File: config.mk
export PLATFORM = sky130hd
export DESIGN_NAME = nconv_ctrl
export DESIGN_NICKNAME = d
export VERILOG_FILES = /design/src/rtl/core/nconv_pkg.sv /design/src/rtl/core/nconv_ctrl.sv
export SDC_FILE = /design/constraint.sdc
export NUM_CORES = 1
export LEC_CHECK = 0
export BUFFER_PORTS_ARGS = -buffer_cell sky130_fd_sc_hd__buf_2
export CORE_ASPECT_RATIO = 0.6
export CORE_MARGIN = 1
export CORE_UTILIZATION = 30
export CTS_BUF_LIST = sky130_fd_sc_hd__clkbuf_2
export DETAILED_ROUTE_END_ITERATION = 12
export PLACE_DENSITY_LB_ADDON = 0.2
export SLEW_MARGIN = 20
export SYNTH_ARGS = -nofsm -noshare
export SYNTH_HDL_FRONTEND = slang
export SYNTH_SLANG_ARGS = --single-unit
File: constraint.sdc
create_clock -name clk -period 6.88 [get_ports clk]
set_clock_uncertainty 0.05 [all_clocks]
set_input_delay 1.032 -clock clk [delete_from_list [all_inputs] [get_ports clk]]
set_output_delay 1.032 -clock clk [all_outputs]
set_load 0.01 [all_outputs]
File: src/rtl/core/nconv_pkg.sv
// Shared types and constants for the normalized 3x3 convolution core.
// No dependencies.
package nconv_pkg;

    localparam int MaxWidth = 1024;
    localparam int AddrW    = $clog2(MaxWidth);
    localparam int WidthW   = 11;
    localparam int HeightW  = 16;
    localparam int RowW     = 17;
    localparam int KrowW    = 24;
    localparam int PixW     = 8;
    localparam int OutW     = 20;
    localparam int SumW     = 20;
    localparam int CsumW    = 12;
    localparam int QW       = 19;
    localparam int CfgIdxW  = 3;

    localparam logic [CfgIdxW-1:0] RegWidth  = 3'd0;
    localparam logic [CfgIdxW-1:0] RegHeight = 3'd1;
    localparam logic [CfgIdxW-1:0] RegKtop   = 3'd2;
    localparam logic [CfgIdxW-1:0] RegKmid   = 3'd3;
    localparam logic [CfgIdxW-1:0] RegKbot   = 3'd4;

    // Commands from controller to datapath.
    typedef struct packed {
        logic       step;      // take the captured pixel through stores and window
        logic       emit_left; // column zero: emit right-edge pixel of the window
        logic       ctr_border;
        logic       last;
        logic       div_start;
        logic       out_load;  // load result register from the chosen source
    } nconv_cmd_t;

    typedef struct packed {
        logic div_done;
        logic zero_csum;
    } nconv_sts_t;

endpackage

File: src/rtl/core/nconv_ctrl.sv
// Controller: raster counters and sequencing of store read, window step, sum,
// divide and output. Uses nconv_pkg.
module nconv_ctrl
(
    input  logic                              clk,
    input  logic                              rst_n,
    input  logic                              in_valid,
    output logic                              in_ready,
    output logic                              out_valid,
    input  logic                              out_ready,
    input  logic [nconv_pkg::WidthW-1:0]      width_cfg,
    input  logic [nconv_pkg::HeightW-1:0]     height_cfg,
    input  nconv_pkg::nconv_sts_t             sts,
    output nconv_pkg::nconv_cmd_t             cmd,
    output logic [nconv_pkg::AddrW-1:0]       col,
    output logic                              pix_pad
);
    typedef enum logic [7:0] {
        S_IDLE  = 8'b00000001,
        S_READ  = 8'b00000010,
        S_STEP  = 8'b00000100,
        S_SUM   = 8'b00001000,
        S_CALC  = 8'b00010000,
        S_DIV   = 8'b00100000,
        S_OUT2  = 8'b01000000,
        S_WAIT  = 8'b10000000
    } state_t;

    state_t state_reg, state_next;
    logic [nconv_pkg::AddrW-1:0]   col_reg, col_next;
    logic [nconv_pkg::RowW-1:0]    row_reg, row_next;
    logic [nconv_pkg::AddrW-1:0]   c_reg, c_next;     // clamped column of this item
    logic [nconv_pkg::RowW-1:0]    r_reg, r_next;
    logic                          ovalid_reg, ovalid_next;
    logic                          ctr_pend_reg, ctr_pend_next;
    logic [nconv_pkg::WidthW-1:0]  w;
    logic [nconv_pkg::RowW-1:0]    h;
    logic [nconv_pkg::AddrW-1:0]   wm1;
    logic [nconv_pkg::AddrW-1:0]   c_cl;
    logic                          left_emit, ctr_emit, ctr_border;

    always_comb
    begin
        w = width_cfg;
        if (width_cfg < nconv_pkg::WidthW'(3))
            w = nconv_pkg::WidthW'(3);
        if (width_cfg > nconv_pkg::WidthW'(nconv_pkg::MaxWidth))
            w = nconv_pkg::WidthW'(nconv_pkg::MaxWidth);
        h = (height_cfg < nconv_pkg::HeightW'(3)) ? nconv_pkg::RowW'(3)
                                                 : nconv_pkg::RowW'(height_cfg);
        wm1  = nconv_pkg::AddrW'(w - 1'b1);
        c_cl = ({1'b0, col_reg} >= w) ? wm1 : col_reg;
    end

    // The right-edge column leaves through the column-zero result of the next row.
    assign left_emit  = (c_reg == '0) && (r_reg >= nconv_pkg::RowW'(2));
    assign ctr_emit   = (c_reg != '0) && (r_reg != '0);
    assign ctr_border = (r_reg == nconv_pkg::RowW'(1)) || (r_reg == h)
                      || (c_reg == nconv_pkg::AddrW'(1));

    always_comb
    begin
        state_next    = state_reg;
        col_next      = col_reg;
        row_next      = row_reg;
        c_next        = c_reg;
        r_next        = r_reg;
        ovalid_next   = ovalid_reg;
        ctr_pend_next = ctr_pend_reg;
        cmd           = '0;
        if (ovalid_reg && out_ready)
            ovalid_next = 1'b0;
        unique case (state_reg)
            S_IDLE:
            begin
                if (in_valid)
                begin
                    c_next     = c_cl;
                    r_next     = row_reg;
                    col_next   = c_cl;
                    state_next = S_READ;
                end
            end
            S_READ:
                state_next = S_STEP;
            S_STEP:
            begin
                cmd.step = 1'b1;
                // advance the counters for the next item
                if (c_reg == '0 && r_reg >= h + 1'b1)
                begin
                    row_next = '0;
                    col_next = '0;
                end
                else if ({1'b0, c_reg} + 1'b1 >= w)
                begin
                    col_next = '0;
                    row_next = r_reg + 1'b1;
                end
                else
                begin
                    col_next = c_reg + 1'b1;
                    row_next = r_reg;
                end
                ctr_pend_next = ctr_emit;
                state_next    = S_SUM;
            end
            S_SUM:
                // wait in this state so the sum register sees the shifted window
                state_next = S_CALC;
            S_CALC:
            begin
                if (left_emit)
                    state_next = S_WAIT;
                else if (ctr_pend_reg && !ctr_border)
                    state_next = S_DIV;
                else if (ctr_pend_reg)
                    state_next = S_OUT2;
                else
                    state_next = S_IDLE;
                if (!left_emit && ctr_pend_reg && !ctr_border)
                    cmd.div_start = !sts.zero_csum;
                if (!left_emit && ctr_pend_reg && !ctr_border && sts.zero_csum)
                    state_next = S_OUT2;
            end
            S_DIV:
                if (sts.div_done)
                    state_next = S_OUT2;
            S_WAIT:
            begin
                // right-edge border result; column zero carries no center result
                if (!ovalid_reg || out_ready)
                begin
                    cmd.out_load = 1'b1;
                    cmd.emit_left = 1'b1;
                    cmd.last = (r_reg >= h + 1'b1);
                    ovalid_next = 1'b1;
                    state_next = S_IDLE;
                end
            end
            S_OUT2:
            begin
                if (!ovalid_reg || out_ready)
                begin
                    cmd.out_load   = 1'b1;
                    cmd.ctr_border = ctr_border;
                    ovalid_next    = 1'b1;
                    state_next     = S_IDLE;
                end
            end
            default:
                state_next = S_IDLE;
        endcase
    end

    always_ff @(posedge clk or negedge rst_n)
    begin
        if (!rst_n)
        begin
            state_reg    <= S_IDLE;
            col_reg      <= '0;
            row_reg      <= '0;
            c_reg        <= '0;
            r_reg        <= '0;
            ovalid_reg   <= 1'b0;
            ctr_pend_reg <= 1'b0;
        end
        else
        begin
            state_reg    <= state_next;
            col_reg      <= col_next;
            row_reg      <= row_next;
            c_reg        <= c_next;
            r_reg        <= r_next;
            ovalid_reg   <= ovalid_next;
            ctr_pend_reg <= ctr_pend_next;
        end
    end

    assign in_ready  = (state_reg == S_IDLE);
    assign out_valid = ovalid_reg;
    assign col       = (state_reg == S_IDLE) ? c_cl : c_reg;
    assign pix_pad   = (row_reg >= h);
endmodule

# ---- After elaboration in Yosys (flattened, before gate mapping)
# Index checks and enable logic that the tools add are counted.
dict set report totals {
  word_cells 89
  reg_bits 64
  in_bits 33
  output_inout_bits 19
}
dict set report op_classes {
  n_eq_ne 14
  reduce_logical 23
  muxes 32
  addsub 5
  order_cmp 8
}
# operator count
set op_table {}
lappend op_table {{$pmux W8 S7} 1}
lappend op_table {{$mux W10} 5}
lappend op_table {{$mux W8} 5}
lappend op_table {{$mux W17} 2}
lappend op_table {{$mux W11} 2}
lappend op_table {{$pmux W10 S2} 1}
lappend op_table {{$add A16 B1 Y17 const B} 1}
lappend op_table {{$add A17 B1 Y17 const B} 1}
lappend op_table {{$eq A17 B1 Y1 const B} 1}
lappend op_table {{$eq A17 B16 Y1} 1}
lappend op_table {{$ge A17 B16 Y1} 1}
lappend op_table {{$ge A17 B17 Y1} 1}
lappend op_table {{$ge A17 B2 Y1 const B} 1}
lappend op_table {{$reduce_bool A17 Y1} 1}
lappend op_table {{$lt A16 B2 Y1 const B} 1}
lappend op_table {{$mux W16} 1}
lappend op_table {{$mux W7} 2}
lappend op_table {{$mux W1} 13}
lappend op_table {{$add A10 B1 Y11 const B} 1}
lappend op_table {{$ge A10 B11 Y1} 1}
lappend op_table {{$ge A11 B11 Y1} 1}
lappend op_table {{$gt A11 B11 Y1 const B} 1}
lappend op_table {{$lt A11 B2 Y1 const B} 1}
lappend op_table {{$add A10 B1 Y10 const B} 1}
lappend op_table {{21 further kinds} 35}

# ---- Depth between registers and ports, before layout
# Gate-level depths: netlist (run 1).
dict set report depth {
  depth_word 11
  ltp_mapped 19
  mapped_depth_nobuf 17
}

# ---- Worst setup path after synthesis (run 1)
# OpenSTA, ideal clock, no wires.
dict set report synth_path {
  kind {input port to output port}
  start {in width_cfg[3] (netlist name)}
  end {out col[0] (netlist name)}
  stages 11
  t_required_ps 5798
  n_path_buf 1
  path_slack_ps 1825
  arrival_time_ps 3973
  cell_sequence {or3_1 > clkbuf_1 > nor4_1 > o21ai_0 > ha_1 > a211oi_1 > o21ai_0 > a41oi_1 > nor2_1 > mux2i_1 > o21ai_0}
}
dict set report synth_between {
  elab_chain_cells 6
  elab_cells_between_ends 8
  cone_classes {add/sub (1); order compare (3); mux (4)}
}
# item line
set synth_lines {}
lappend synth_lines {{start, declared} nconv_ctrl.sv:11} ;# input logic [nconv_pkg::WidthW-1:0] width_cfg,
lappend synth_lines {{$lt A11 B2 Y1} nconv_ctrl.sv:45} ;# if (width_cfg < nconv_pkg::WidthW'(3))
lappend synth_lines {{$mux W11} nconv_ctrl.sv:45}
lappend synth_lines {{$mux W11 *} nconv_ctrl.sv:47} ;# if (width_cfg > nconv_pkg::WidthW'(nconv_pkg::MaxWidth))
lappend synth_lines {{$sub A10 B1 Y10 or $ge A10 B11 Y1 (tied branches)} {nconv_ctrl.sv:51, nconv_ctrl.sv:52}}
lappend synth_lines {{$mux W10 *} nconv_ctrl.sv:52} ;# c_cl = ({1'b0, col_reg} >= w) ? wm1 : col_reg;
lappend synth_lines {{$mux W10 *} nconv_ctrl.sv:182} ;# assign col = (state_reg == S_IDLE) ? c_cl : c_reg;
lappend synth_lines {{end, declared} nconv_ctrl.sv:15} ;# output logic [nconv_pkg::AddrW-1:0] col,
# Mark *: on every way between the ends. The rest lies on a longest branch, timed or not.

# ---- Final worst setup path (run 1)
dict set report layout_path {
  start {in width_cfg[3] (netlist name)}
  end {out col[2] (netlist name)}
}
# The elaborated chain is that of the path after synthesis.

==> results.md, run 1 <==
- Type of origin of the critical path: input pin
- Fmax achieved: between 150 and 200 MHz
- Min-Delay Path Class: flop to flop
- Clock power frac: between 10% and 20%
- Total wire length: around 17000 um
- Layout Area Growth over Synthesis: 11.2%
- Die height: about 110 um
- Root Driver: clkbuf_2
- Post-synth EDFFs: 0
- Post-synth ARST share: between 90% and 100%
- CTS buffer count: 9
- Sequential share of power: between 30 and 40%
- Outcome: finished clean
- R2r endpoint: col_reg[0]
- Vias in the first global route: roughly 4700
- Largest net degree at the start of global routing: 65
- Final Cycle Share: 80.4%
- First DRT Iteration DRCs: 416
- Synthesized Nets: approximately 770
- Crit. End Element: output port
- Final Setup Violations: 0
- Num rows: 37
- Drt first pass iters: 5
- Max FO, Critical Path: 10
- CTS tree: yes
- FF/Latch Area: between 1500 and 2000 um^2
- Net Sw Frac: between 50 and 60%
- Design area: roughly 6100 um^2
- Remaining Overflow, GRT: 0
- DP HPWL: 13200 um
- Slowest stage delay, CP: 520 ps
- Gpl congestion: between 0.9 and 1
- Via count: 5029
- Clk sink count: 64
- Peak VDD IR: about 0.11 mV
- CP Cell Sequence: buf_2 > or3_1 > nor4_1 > o21ai_0 > inv_1 > ha_1 > nand2b_1 > a211oi_1 > o21ai_0 > a41oi_1 > nor2_1 > buf_4 > mux2i_1 > o21ai_0 > buf_2
- Final Net Count: ~800
- Post-CTS Hold Buffers: 0
- Worst-path clk slew: roughly 240 ps
- Internal power: roughly 1.2 mW
- Worst EP required: 5800 ps
- Power Total: between 2 and 2.5 mW
- Syn. warnings: 0
- Commonest cells after routing, fill and taps aside: nand2_1 (114), ha_1 (63), dfrtp_1 (63)
- CP endpoint: col[2]
- Average size of a mapped cell: between 8 and 9 um^2
- Crit-path slowest cell: nor4_1
- Worst setup path category: input pin to output port
- H-tree depth: 3
- RSZ-0062 raised after global routing: no
- Area occupied by multi-input gates: ~3600 um^2
- Core box area: about 17000 um^2
- Final Hold Vio Count: 0
- # fillers: 1797
- Post-DP Area: about 5900 um^2
- Crit path time final: approximately 5500 ps
- Total die area: ~19000 um^2
- WL/cell: roughly 18 um
- Post-synthesis sequential area ratio: between 20% and 30%
- Slew @ Worst Pin: roughly 900 ps
- Max Slew Vio Count: 0
- I/O Buffers: approximately 50
- Post-CTS setup buffer count: 0
- Synth Cell Area: 5460 um^2
- Critical path arrival: approximately 4500 ps
- Cts repair resizes: 0
- Critical path startpoint: width_cfg[3]
- Fin Setup TNS: 0 ps
- DRC: 0
- Bufs on Longest Clock Path: 2
- Commonest non-fill, non-tap cell in the layout: nand2_1
- Mapped Cells: 670
- Via density: 5.31
- Max Cap Viol: 0
- Clk Latency, worst-skew pair: 570 ps
- R2R Setup Slk: roughly 3100 ps
- Most used DFF post-synth: dfrtp_1
- Initial Utilization: 31.3%
- Comb power frac: between 50% and 60%
- Die width: between 150 and 200 um
- Power Density: about 390 nW/um^2
- Rel. slew slack: 41.6%
- Synth unique cells: 59
- Total track usage: a little under a fifth
- Psw: approximately 1.2 mW
- Share of layout cells above drive strength 1: 11.2%
- First-pass GRT wire length: roughly 27000 um
- R2r startpoint: c_reg[0]
- LEAKAGE: ~2.7 nW
- Most used cell, CP: o21ai_0
- Synth Register Bits: between 60 and 70
- Initial antenna violation count: 1
- Antenna Nets Post-Route: 0
- IO Pins: 52
- Worst reg-to-reg path cell count: 15
-- routing by layer --
layer | wire length (um) | up-vias | GRT usage (%) | share of wire [%]
li1 | - | 2454 | - | -
met1 | 9600 | 2424 | 31.9 | 57
met2 | 6120 | 140 | 23.4 | 36
met3 | 1130 | 11 | 3.86 | 6.6
met4 | 140 | 0 | 3.85 | 0.82
met5 | 0 | - | 0 | 0
-- worst min path at each step --
| stage | from | end | slack [ps] | cells after the start |
|---|---|---|---|---|
| after floorplan | row_reg[16] | r_reg[16] | 410 | 2 |
| after global placement | ctr_pend_reg | ctr_pend_reg | 440 | 2 |
| after detailed placement | row_reg[16] | r_reg[16] | 450 | 2 |
| after CTS | ctr_pend_reg | ctr_pend_reg | 490 | 2 |
| after global routing | row_reg[16] | row_reg[16] | 530 | 2 |
| final | row_reg[16] | r_reg[16] | 500 | 2 |
-- power by group through the flow --
stage                     sequential [mW]  combinational (mW)  clock [mW]
after floorplan                     0.677               0.935           0
after global placement              0.842                1.16           0
after detailed placement            0.844                1.19           0
after CTS                           0.837                1.20       0.303
after global routing                0.874                1.37       0.319
final                               0.848                1.20       0.293
-- Yosys cell counts (all sizes together), types with 4 or more instances --
master  instances  area, um^2
ha             63         788
xnor2          47         412
dfrtp          63        1580
nor2           23        86.3
buf             6        38.8
clkbuf         24        90.1
xor2            8        70.1
or3            10        62.6
nor3           22         115
nand3          19        95.1
nor3b           6        45.0
nand2         115         434
nand2b         13        81.3
or4             4        30.0
mux2i          21         210
o21a            4        30.0
nor2b           7        43.8
o22ai           5        31.3
o211ai          4        30.0
nor4           19         119
inv            38         143
nand4          18         113
a21oi          21         105
o21ai          65         325
-- stage by stage --
| stage | util, % | setup WS, ps | hold WS [ps] | std cells |
|---|---|---|---|---|
| after floorplan | - | 1830 | 410 | 670 |
| after global placement | 33.9 | 1540 | 441 | 930 |
| after detailed placement | 33.9 | 1420 | 449 | 930 |
| after CTS | 34.7 | 1410 | 489 | 946 |
| after global routing | 34.8 | 889 | 529 | 947 |
| final | 34.8 | 1350 | 497 | 947 |
-- cell type report --
type                       count  share of cell area (%)
multi-input combinational    537                    59.0
clock buffer                   9                   0.742
clock inverter                 7                    1.69
inverter                      39                    2.43
antenna                        1                  0.0412
tap                          234                    4.82
timing repair buffer          56                    4.82
sequential                    64                    26.4
-- cells by family (layout without fill, tap and decap cells) --
kind of cell / count (synthesis) / count (layout) / synth area share, %
adders and majority gates: 63 / 63 / 14.4
muxes: 21 / 21 / 3.85
xor gates and xnor gates: 55 / 55 / 8.83
AOI/OAI and AO/OA: 127 / 127 / 13.8
buffers and inverters: 69 / 111 / 5.07
other: 0 / 1 / 0
DFF: 64 / 64 / 29.4
and+or+nand+nor: 271 / 271 / 24.6
-- critical path: cells and delay by family --
family	cells	cell delay [ps]
buf+inv	4	640
fa+ha+maj	1	220
mux	1	160
compound gates	5	1160
simple gates	4	1220
(Power assumes the default switching activity.)
==> inputs of run 2 (changes only) <==
==> constraint.sdc (replaced) <==
create_clock -name clk -period 5.65 [get_ports clk]
set_clock_uncertainty 0.05 [all_clocks]
set_input_delay 0.8475 -clock clk [delete_from_list [all_inputs] [get_ports clk]]
set_output_delay 0.8475 -clock clk [all_outputs]
set_load 0.01 [all_outputs]
==> results.md, run 2 (synthesized netlist as in run 1, its figures left out) <==
- Outcome: finished clean
- Root Driver: clkbuf_2
- Clk Latency, worst-skew pair: approximately 570 ps
- H-tree depth: 3
- Crit. End Element: output port
- Num rows: 37
- Worst setup path category: input pin to output port
- CTS tree: yes
- Power Density: ~460 nW/um^2
- Fin Setup TNS: 0 ps
- First DRT Iteration DRCs: 506
- # fillers: approximately 1800
- Worst reg-to-reg path cell count: 15
- Commonest non-fill, non-tap cell in the layout: nand2_1
- Rel. slew slack: between 40% and 50%
- Vias in the first global route: 4854
- Bufs on Longest Clock Path: 2
- WL/cell: around 18 um
- Die width: approximately 180 um
- Final Hold Slack: around 390 ps
- Inst Count DP: 931
- Post-CTS setup buffer count: 0
- Type of origin of the critical path: input pin
- Cts repair resizes: 0
- Slew @ Worst Pin: slightly below 900 ps
- First-pass GRT wire length: 27300 um
- Worst EP required: 4750 ps
- Max FO, Critical Path: 10
- Initial Utilization: between 30% and 40%
- LEAKAGE: approximately 2.7 nW
- Antenna Nets Post-Route: 0
- Non-Filler Instances: 947
- Power Total: between 2 and 3 mW
- Final Hold Vio Count: 0
- Layout Area Growth over Synthesis: 10.6%
- Gpl congestion: a little under 0.9
- Largest net degree at the start of global routing: between 60 and 70
- Total die area: around 19000 um^2
- Post-route core utilization: 34.6%
- I/O Buffers: between 50 and 60
- Via count: around 5000
- IO Pins: 52
- Critical path arrival: slightly above 4000 ps
- Final Cycle Share: 88.8%
- Crit path time final: 5020 ps
- Final Setup Violations: 0
- Post-CTS Hold Buffers: 0
- Worst-path clk slew: around 220 ps
- R2R Setup Slk: 1800 ps
- Die height: 106 um
- Fmax achieved: about 200 MHz
- Max Slew Vio Count: 0
- Total track usage: about a fifth
- Max Cap Viol: 0
- N_diodes: 0
- Initial antenna violation count: 0
- RSZ-0062 raised after global routing: no
- Core box area: roughly 17000 um^2
- Drt first pass iters: 5
- Share of layout cells above drive strength 1: between 10% and 20%
- Via density: about 5.3
- Commonest cells after routing, fill and taps aside: nand2_1 (114), ha_1 (63), dfrtp_1 (63)
- DP HPWL: 13300 um
- Total wire length: ~17000 um
- Final Net Count: about 800
- DRC: 0
- CTS buffer count: 9
- Min-Delay Path Class: input pin to asynchronous set/reset pin
- Clk sink count: 64
- Peak VDD IR: between 0.1 and 0.15 mV
- Remaining Overflow, GRT: 0
run 2: power breakdown:
part	leakage, nW	internal, mW	total [mW]	switching, mW
clock network	0.0620	0.101	0.299	0.199
registers	0.788	0.654	1.03	0.374
logic	1.83	0.618	1.46	0.845
total	2.68	1.37	2.79	1.42
run 2: worst max-delay path: stages:
cell	delay, ps
buf_2	130
or3_1	460
nor4_1	530
o21ai_0	210
inv_1	120
ha_1	230
nand2b_1	140
a211oi_1	210
o21ai_0	130
a41oi_1	300
nor2_1	80
buf_4	210
mux2i_1	160
o21ai_0	200
buf_2	160
run 2: cell type report:
cell class	instances	area (um^2)	share of cell area [%]
multi-input combinational	537	3580	59.3
inverter	39	148	2.45
clock inverter	7	70.1	1.16
timing repair buffer	57	300	4.97
tap	234	293	4.85
sequential	64	1600	26.5
clock buffer	9	45.0	0.746
run 2: path summary, 6_finish.rpt:
kind	start	endpoint
setup / recovery	width_cfg[3]	col[0]
hold / removal	rst_n	col_reg[6]
setup reg to reg	c_reg[0]	col_reg[1]
hold reg to reg	row_reg[16]	r_reg[16]
max in group asynchronous	rst_n	col_reg[2]
min in group clk	sts[1]	state_reg[5]
run 2: layer usage:
metal	track usage (%)	part of all wire, %	up-vias
met4	3.60	0.81	0
met1	31.0	55	2385
met2	24.5	36	158
met3	4.51	7.5	11
li1	-	-	2457
met5	0	0	-
run 2: per-stage QoR:
step / setup slack (ps) / instance area, um^2
2_1_floorplan: 964 / 5460
3_3_place_gp: 769 / 5920
3_5_place_dp: 635 / 5920
4_1_cts: 620 / 6040
5_1_grt: 251 / 6040
6_report: 632 / 6040
